`src/design/fmpd_pkg.sv`:
```
package fmpd_pkg;

    // Sample and product widths
    localparam int SAMPLE_W    = 8;
    localparam int PROD_W      = 17;
    // Products are scaled up before rotation to keep the shifted bits
    localparam int SCALE_SHIFT = 20;
    // Enough headroom for the CORDIC gain on a scaled 17-bit vector
    localparam int DATA_W      = PROD_W + SCALE_SHIFT + 3;
    localparam int ANGLE_W     = 32;
    localparam int OUT_W       = 16;
    localparam int ATAN_DEPTH  = 24;

    // atan(2^-k) as a fraction of a turn, 2^32 per turn
    localparam logic [ANGLE_W-1:0] ATAN_TURNS [ATAN_DEPTH] = '{
        32'h20000000, 32'h12E4051E, 32'h09FB385B, 32'h051111D4,
        32'h028B0D43, 32'h0145D7E1, 32'h00A2F61E, 32'h00517C55,
        32'h0028BE53, 32'h00145F2F, 32'h000A2F98, 32'h000517CC,
        32'h00028BE6, 32'h000145F3, 32'h0000A2FA, 32'h0000517D,
        32'h000028BE, 32'h0000145F, 32'h00000A30, 32'h00000518,
        32'h0000028C, 32'h00000146, 32'h000000A3, 32'h00000051
    };

    localparam logic [ANGLE_W-1:0] HALF_TURN = 32'h8000_0000;

    // Vector handed from cell to cell
    typedef struct packed {
        logic signed [DATA_W-1:0]  re;
        logic signed [DATA_W-1:0]  im;
        logic        [ANGLE_W-1:0] ang;
        logic                      zero;
    } cordic_vec_t;

endpackage

```
`src/design/fmpd_front.sv`:
```
module fmpd_front (
    input  logic                  clk,
    input  logic                  rst_n,
    input  logic                  up_valid,
    output logic                  up_ready,
    input  logic [7:0]            i_byte,
    input  logic [7:0]            q_byte,
    output logic                  dn_valid,
    input  logic                  dn_ready,
    output fmpd_pkg::cordic_vec_t dn_vec
);

    // Stage 0: offset removal, previous sample
    logic                                 s0_valid_reg;
    logic signed [fmpd_pkg::SAMPLE_W-1:0] s0_cur_i_reg;
    logic signed [fmpd_pkg::SAMPLE_W-1:0] s0_cur_q_reg;
    logic signed [fmpd_pkg::SAMPLE_W-1:0] s0_prev_i_reg;
    logic signed [fmpd_pkg::SAMPLE_W-1:0] s0_prev_q_reg;
    logic signed [fmpd_pkg::SAMPLE_W-1:0] prev_i_reg;
    logic signed [fmpd_pkg::SAMPLE_W-1:0] prev_q_reg;
    logic signed [fmpd_pkg::SAMPLE_W-1:0] cur_i_next;
    logic signed [fmpd_pkg::SAMPLE_W-1:0] cur_q_next;
    logic                                 s0_ready;
    logic                                 accept;

    // Stage 1: conjugate product
    logic                               s1_valid_reg;
    logic signed [fmpd_pkg::PROD_W-1:0] s1_re_reg;
    logic signed [fmpd_pkg::PROD_W-1:0] s1_im_reg;
    logic signed [15:0]                 p_ii;
    logic signed [15:0]                 p_qq;
    logic signed [15:0]                 p_qi;
    logic signed [15:0]                 p_iq;
    logic signed [fmpd_pkg::PROD_W-1:0] re_next;
    logic signed [fmpd_pkg::PROD_W-1:0] im_next;
    logic                               s1_ready;

    // Stage 2: scale and fold into right half plane
    logic                                s2_valid_reg;
    fmpd_pkg::cordic_vec_t               s2_vec_reg;
    fmpd_pkg::cordic_vec_t               s2_vec_next;
    logic signed [fmpd_pkg::DATA_W-1:0]  re_scaled;
    logic signed [fmpd_pkg::DATA_W-1:0]  im_scaled;
    logic                                s2_ready;

    assign s2_ready = !s2_valid_reg || dn_ready;
    assign s1_ready = !s1_valid_reg || s2_ready;
    assign s0_ready = !s0_valid_reg || s1_ready;
    assign up_ready = s0_ready;
    assign accept   = up_valid && s0_ready;
    assign dn_valid = s2_valid_reg;
    assign dn_vec   = s2_vec_reg;

    // Offset binary to two's complement: flip the top bit
    assign cur_i_next = {~i_byte[7], i_byte[6:0]};
    assign cur_q_next = {~q_byte[7], q_byte[6:0]};

    always_ff @(posedge clk or negedge rst_n)
    begin
        if (!rst_n)
        begin
            s0_valid_reg <= 1'b0;
            prev_i_reg   <= '0;
            prev_q_reg   <= '0;
        end
        else
        begin
            if (s0_ready)
            begin
                s0_valid_reg <= up_valid;
            end
            if (accept)
            begin
                prev_i_reg <= cur_i_next;
                prev_q_reg <= cur_q_next;
            end
        end
    end

    always_ff @(posedge clk)
    begin
        if (accept)
        begin
            s0_cur_i_reg  <= cur_i_next;
            s0_cur_q_reg  <= cur_q_next;
            s0_prev_i_reg <= prev_i_reg;
            s0_prev_q_reg <= prev_q_reg;
        end
    end

    // cur * conj(prev)
    always_comb
    begin
        p_ii    = 16'(s0_cur_i_reg) * 16'(s0_prev_i_reg);
        p_qq    = 16'(s0_cur_q_reg) * 16'(s0_prev_q_reg);
        p_qi    = 16'(s0_cur_q_reg) * 16'(s0_prev_i_reg);
        p_iq    = 16'(s0_cur_i_reg) * 16'(s0_prev_q_reg);
        re_next = fmpd_pkg::PROD_W'(p_ii) + fmpd_pkg::PROD_W'(p_qq);
        im_next = fmpd_pkg::PROD_W'(p_qi) - fmpd_pkg::PROD_W'(p_iq);
    end

    always_ff @(posedge clk or negedge rst_n)
    begin
        if (!rst_n)
        begin
            s1_valid_reg <= 1'b0;
        end
        else if (s1_ready)
        begin
            s1_valid_reg <= s0_valid_reg;
        end
    end

    always_ff @(posedge clk)
    begin
        if (s1_ready && s0_valid_reg)
        begin
            s1_re_reg <= re_next;
            s1_im_reg <= im_next;
        end
    end

    // Left half plane: rotate by half a turn first
    always_comb
    begin
        re_scaled = fmpd_pkg::DATA_W'(s1_re_reg) <<< fmpd_pkg::SCALE_SHIFT;
        im_scaled = fmpd_pkg::DATA_W'(s1_im_reg) <<< fmpd_pkg::SCALE_SHIFT;
        s2_vec_next.zero = (s1_re_reg == '0) && (s1_im_reg == '0);
        if (s1_re_reg[fmpd_pkg::PROD_W-1])
        begin
            s2_vec_next.re  = -re_scaled;
            s2_vec_next.im  = -im_scaled;
            s2_vec_next.ang = fmpd_pkg::HALF_TURN;
        end
        else
        begin
            s2_vec_next.re  = re_scaled;
            s2_vec_next.im  = im_scaled;
            s2_vec_next.ang = '0;
        end
    end

    always_ff @(posedge clk or negedge rst_n)
    begin
        if (!rst_n)
        begin
            s2_valid_reg <= 1'b0;
        end
        else if (s2_ready)
        begin
            s2_valid_reg <= s1_valid_reg;
        end
    end

    always_ff @(posedge clk)
    begin
        if (s2_ready && s1_valid_reg)
        begin
            s2_vec_reg <= s2_vec_next;
        end
    end

endmodule

```
`config.mk`:
```
export PLATFORM = sky130hd
export DESIGN_NAME = fmpd_front
export DESIGN_NICKNAME = d
export VERILOG_FILES = /design/src/design/fmpd_pkg.sv /design/src/design/fmpd_front.sv
export SDC_FILE = /design/constraint.sdc
export NUM_CORES = 1
export LEC_CHECK = 0
export BUFFER_PORTS_ARGS = -buffer_cell sky130_fd_sc_hd__buf_2
export CAP_MARGIN = 20
export CORE_ASPECT_RATIO = 1.25
export CORE_MARGIN = 2
export CORE_UTILIZATION = 63
export DETAILED_ROUTE_END_ITERATION = 16
export PLACE_DENSITY = 0.84
export SKIP_CTS_REPAIR_TIMING = 1
export SYNTH_ARGS = -nofsm -noshare
export SYNTH_HDL_FRONTEND = slang
export SYNTH_SLANG_ARGS = --single-unit
export TNS_END_PERCENT = 30
```
`constraint.sdc`:
```
create_clock -name clk -period 7.6 [get_ports clk]
set_input_delay 0.76 -clock clk [delete_from_list [all_inputs] [get_ports clk]]
set_output_delay 0.76 -clock clk [all_outputs]
set_load 0.02 [all_outputs]
```
* Yosys cells after proc, flatten, opt, wreduce, memory -nomap -nowiden
Cells that the tools add are included.
** Word-level totals
- Register bits :: 198
- Bits of input ports :: 20
- Output and inout port bits :: 115
- Logic and storage cells :: 40
** Cells by class
- Add/sub/neg operators :: 4
- Multipliers :: 4
- Mux-type cells :: 1
- Bitwise logic cells :: 2
- Reduce and logical (&&, ||, !) cells :: 12
** Operator list (count)
- 108-bit 2-to-1 mux :: 1
- 37-bit negator with 40-bit output :: 2
- 8-bit by 8-bit multiplier with 16-bit output :: 4
- 17-bit logical NOT :: 2
- 16-bit by 16-bit adder with 17-bit output :: 1
- 16-bit by 16-bit subtractor with 17-bit output :: 1
- 1-bit logical AND :: 4
- 1-bit logical NOT :: 3
- 1-bit logical OR :: 3
- 1-bit inverter :: 2

* Depth between registers and ports, before layout
- Depth in word-level cells :: 5
- Mapped depth :: 21
- Gate-level depth less buffers :: 20

* Worst setup path before layout
No wires, ideal clock.
- Kind :: flip-flop to flip-flop
- From :: register s0_prev_i_reg[7] (netlist bit)
- To :: register s1_re_reg[15] (netlist bit) (data pin)
- Library setup time :: 0.135 ns
- Arrival time :: 5.670 ns
- Required time :: 7.465 ns
- Slack :: 1.796 ns
- Stages on the path, launching flop included :: 19
- Path buffers :: 1
- Clock period less this slack :: 5.804 ns
- Path through :: edfxtp_1 -> inv_1 -> clkbuf_1 -> nor2_1 -> fa_1 -> fa_1 -> fa_1 -> fa_1 -> fa_1 -> inv_1 -> fa_1 -> inv_1 -> ha_1 -> a21o_1 -> a21o_1 -> a31oi_1 -> a21oi_1 -> or4b_1 -> nand3_1
** Between the ends
- Word-level cells in the longest chain between the ends :: 2
** Ends and longest elaborated chain
- start, declared :: line fmpd_front.sv:17 : logic signed [fmpd_pkg::SAMPLE_W-1:0] s0_prev_i_reg;
- start signal, assigned :: line fmpd_front.sv:86 : s0_prev_i_reg <= prev_i_reg;
- 8-bit by 8-bit multiplier with 16-bit output :: line fmpd_front.sv:94 : p_ii = 16'(s0_cur_i_reg) * 16'(s0_prev_i_reg);
- 16-bit by 16-bit adder with 17-bit output :: line fmpd_front.sv:98 : re_next = fmpd_pkg::PROD_W'(p_ii) + fmpd_pkg::PROD_W'(p_qq);
- net re_next (one bit) :: line fmpd_front.sv:34 : logic signed [fmpd_pkg::PROD_W-1:0] re_next;
- end signal, assigned :: line fmpd_front.sv:118 : s1_re_reg <= re_next;
- end, declared :: line fmpd_front.sv:28 : logic signed [fmpd_pkg::PROD_W-1:0] s1_re_reg;
The timed path passes the listed nets, and every way through them passes these cells.
A chain may end at the register's enable or synchronous reset.

* Final worst setup path
- From :: register s0_cur_q_reg[7] (netlist bit)
- To :: register s1_re_reg[15] (netlist bit) (data pin)
** Between the ends
- Word-level cells in the longest chain between the ends :: 2
** Ends and longest elaborated chain
- start, declared :: line fmpd_front.sv:16 : logic signed [fmpd_pkg::SAMPLE_W-1:0] s0_cur_q_reg;
- start signal, assigned :: line fmpd_front.sv:85 : s0_cur_q_reg <= cur_q_next;
- 8-bit by 8-bit multiplier with 16-bit output :: line fmpd_front.sv:95 : p_qq = 16'(s0_cur_q_reg) * 16'(s0_prev_q_reg);
- 16-bit by 16-bit adder with 17-bit output :: line fmpd_front.sv:98
- net re_next (one bit) :: line fmpd_front.sv:34
The timed path passes the listed nets, and every way through them passes these cells.

==> run_summary.xml <==
<?xml version="1.0" encoding="UTF-8"?>
<metrics>
  <group name="routing">
    <metric name="viasPerCell" unit="">5.34</metric>
    <metric name="drt_iter0_drc" unit="">695</metric>
    <metric name="antenna_violating_nets_post_route" unit="">0</metric>
    <metric name="drt_first_pass_iters" unit="">7</metric>
    <metric name="wirelength" unit="microns">31400</metric>
    <metric name="route.detailed.wl_per_inst" unit="microns">16.6</metric>
    <metric name="detailroute.via_count" unit="">10100</metric>
    <metric name="post-route-drc-count" unit="">0</metric>
  </group>
  <group name="final_layout">
    <metric name="nets" unit="">1961</metric>
    <metric name="post-route-util" unit="">0.676</metric>
    <metric name="num_antenna_cells" unit="">0</metric>
    <metric name="synthToLayoutAreaGrowth" unit="%">6.20</metric>
    <metric name="largest_register_ffs" unit="">42</metric>
    <metric name="final_common_cell" unit="">inv_1</metric>
    <metric name="post_route_cells_drive_above_1_share" unit="">0.0776</metric>
    <metric name="mostFrequentLayoutCells" unit="">341 x inv_1, 279 x fa_1, 148 x and2_1, 115 x ha_1, 108 x edfxtp_1</metric>
  </group>
  <group name="logic_synthesis">
    <metric name="synth_top_family_by_area" unit="">adder cells</metric>
    <metric name="synth_async_sr_flop_share" unit="">0.150</metric>
    <metric name="seq_area_frac_synth" unit="">0.233</metric>
    <metric name="ys.flop_type" unit="">edfxtp_1</metric>
    <metric name="synth_largest_area_cell" unit="">fa_1</metric>
    <metric name="synth_largest_type_area_fraction" unit="">0.350</metric>
    <metric name="synth-compound-area-share" unit="">0.0384</metric>
    <metric name="netlist_instances" unit="">1498</metric>
    <metric name="avgSynthCellArea" unit="sq um">10.6</metric>
    <metric name="synthXorXnorAreaFrac" unit="">0.0406</metric>
    <metric name="synth_seq_cells" unit="">127</metric>
    <metric name="synth_simple_gate_area_frac" unit="">0.115</metric>
    <metric name="synth-adder-area-share" unit="">0.440</metric>
    <metric name="synth_cell_type_count" unit="">46</metric>
    <metric name="synth.yosys.warnings" unit="">0</metric>
    <metric name="number_of_flops_mapped_to_enable_cells_by_yosys" unit="">108</metric>
    <metric name="yosys-mux-area-fraction" unit="">0.00988</metric>
    <metric name="syn-cell-area" unit="sq um">16000</metric>
    <metric name="largest_cells_by_area_after_synthesis" unit="">fa_1 35%, edfxtp_1 20%, ha_1 9.0%, inv_1 8.0%, and2_1 5.8%</metric>
  </group>
  <group name="worst_setup_path">
    <metric name="criticalPathCategory" unit="">reg -&gt; reg</metric>
    <metric name="worstSetupStartpoint" unit="">s0_cur_q_reg[7]</metric>
    <metric name="timing.critical_path.required" unit="ps">7900</metric>
    <metric name="crit_path_max_fanout" unit="">16</metric>
    <metric name="regToRegSetupSlack" unit="ps">1210</metric>
    <metric name="worst_setup_path_start_kind" unit="">register</metric>
    <metric name="rr_endpoint" unit="">s1_re_reg[15]</metric>
    <metric name="arrival" unit="ps">6700</metric>
    <metric name="worstSetupEndpoint" unit="">s1_re_reg[15]</metric>
    <metric name="ff2ff_path_depth" unit="">16</metric>
    <metric name="start_of_the_worst_register_to_register_path" unit="">s0_cur_q_reg[7]</metric>
    <metric name="endpoint_kind" unit="">register</metric>
  </group>
  <group name="clock_tree">
    <metric name="cts_tree" unit="">built</metric>
    <metric name="max-clock-path-buffers" unit="">2</metric>
    <metric name="cts.root.buffer_cell" unit="">clkbuf_16</metric>
    <metric name="cts.clk_slew.worst_paths" unit="ps">70</metric>
    <metric name="clk_latency" unit="ps">450</metric>
    <metric name="tritoncts.num_buffers" unit="">17</metric>
    <metric name="htree_levels" unit="">4</metric>
    <metric name="cts_num_sinks" unit="">127</metric>
  </group>
  <group name="sta">
    <metric name="fin_ws" unit="ps">1210</metric>
    <metric name="timing.max_slew.rel_slack" unit="">0.404</metric>
    <metric name="count_of_pins_over_their_slew_limit" unit="">0</metric>
    <metric name="fmax" unit="MHz">156</metric>
    <metric name="grt_setup_unrepaired" unit="">false</metric>
    <metric name="period_needed" unit="ps">6390</metric>
    <metric name="timing.final.crit_share" unit="">0.841</metric>
    <metric name="hold_viol_final" unit="">0</metric>
    <metric name="setup_viol" unit="">0</metric>
    <metric name="max_slew.worst_pin.slew" unit="ps">894</metric>
    <metric name="totalNegativeSetupSlack" unit="ps">0</metric>
    <metric name="skew" unit="ps">15.8</metric>
  </group>
  <group name="floorplanning">
    <metric name="die_h" unit="microns">182</metric>
    <metric name="start_util" unit="">0.637</metric>
    <metric name="core-area" unit="sq um">25000</metric>
    <metric name="dieArea" unit="sq um">26600</metric>
    <metric name="rows" unit="">65</metric>
    <metric name="die_x" unit="microns">146</metric>
    <metric name="top_level_ports" unit="">135</metric>
  </group>
  <group name="global_route">
    <metric name="gr-total-overflow" unit="">0</metric>
    <metric name="first_global_vias" unit="">11100</metric>
    <metric name="grt_pass1_wl" unit="microns">52700</metric>
    <metric name="maximum_number_of_pins_on_one_net_before_global_route_repair" unit="">43</metric>
    <metric name="tot_gr_track_use" unit="">0.255</metric>
    <metric name="number_of_antenna_violations_at_the_first_check_in_global_routing" unit="">0</metric>
  </group>
  <group name="placement">
    <metric name="dpl_worst_slack" unit="ps">1290</metric>
    <metric name="numPortBuffers" unit="">63</metric>
    <metric name="place.detailed.hpwl" unit="microns">23800</metric>
    <metric name="finalWeightedCongestion" unit="">0.832</metric>
  </group>
  <group name="run_status">
    <metric name="result_of_the_run" unit="">finished clean</metric>
  </group>
  <group name="min_path">
    <metric name="worst_hold_path_type" unit="">in -&gt; async</metric>
  </group>
  <group name="flow_run">
    <metric name="maxCapViolCount" unit="">0</metric>
  </group>
</metrics>
==> metrics by stage <==
stage                     hold slack [ps]  cells  instance area, sq um
after floorplan                       419   1571                 16200
after global placement                425   1862                 16300
after detailed placement              427   1863                 16300
after CTS                             298   1895                 16900
after global routing                  352   1895                 16900
final                                 308   1895                 16900
==> routing by layer <==
| layer | part of all wire | vias to the layer above | global-route usage |
|---|---|---|---|
| met1 | 0.36 | 5087 | 0.289 |
| met3 | 0.066 | 111 | 0.0482 |
| met2 | 0.54 | 406 | 0.469 |
| met5 | 0 | - | 0 |
| met4 | 0.037 | 0 | 0.108 |
| li1 | - | 4510 | - |
==> how the worst min path moves through the flow <==
stage               cells past startpoint                to           from  slack, ps
floorplan                               0  s0_prev_i_reg[0]  prev_i_reg[0]        420
detailed placement                      0  s0_prev_q_reg[0]  prev_q_reg[0]        430
finish                                  1     prev_q_reg[7]          rst_n        310
global route                            1     prev_q_reg[7]          rst_n        350
CTS                                     1     prev_q_reg[7]          rst_n        300
global placement                        0  s0_prev_q_reg[2]  prev_q_reg[2]        420
==> layout make-up <==
class	instances	area (sq um)
clock buffers	17	425
inverters	341	1280
fillers	1792	8110
clock inverters	15	184
flip-flops and latches	127	3720
repair buffers	67	365
well taps	335	419
multi-input cells	993	10500
==> worst max-delay path, cell delays in order, from the launching register on <==
cell      delay [ps]
edfxtp_1         730
and2_1           560
fa_1             550
fa_1             550
fa_1             440
fa_1             540
fa_1             550
inv_1             50
fa_1             530
inv_1             40
ha_1             350
a21o_1           190
a21o_1           180
a31oi_1          240
a21oi_1          160
or4b_1           490
nand3_1          100
==> cells by family after synthesis <==
group	count (synthesis)
XOR/XNOR	74
flip-flops	127
buffers and inverters	451
AO/OA/AOI/OAI	91
multiplexers	14
other	1
adder cells (fa/ha/maj)	394
AND/OR/NAND/NOR	346
==> Yosys cell counts, drive strengths merged (3+ instances only) <==
cell,instances
a31oi,5
buf,72
o21a,8
o41ai,7
nand3b,3
ha,115
mux2,14
a21o,11
inv,341
nor2,48
a211oi,8
nand3,5
xor2,12
o21ai,27
a21oi,9
nor3,6
clkbuf,38
edfxtp,108
dfrtp,19
o31ai,10
nand2b,18
and2,149
nor4,3
fa,279
nand2,101
xnor2,62
or3,5
or4,3
Power is left out: the tool's default activity adds up to more than one toggle a clock period on the data nets, which glitch-free logic cannot reach.
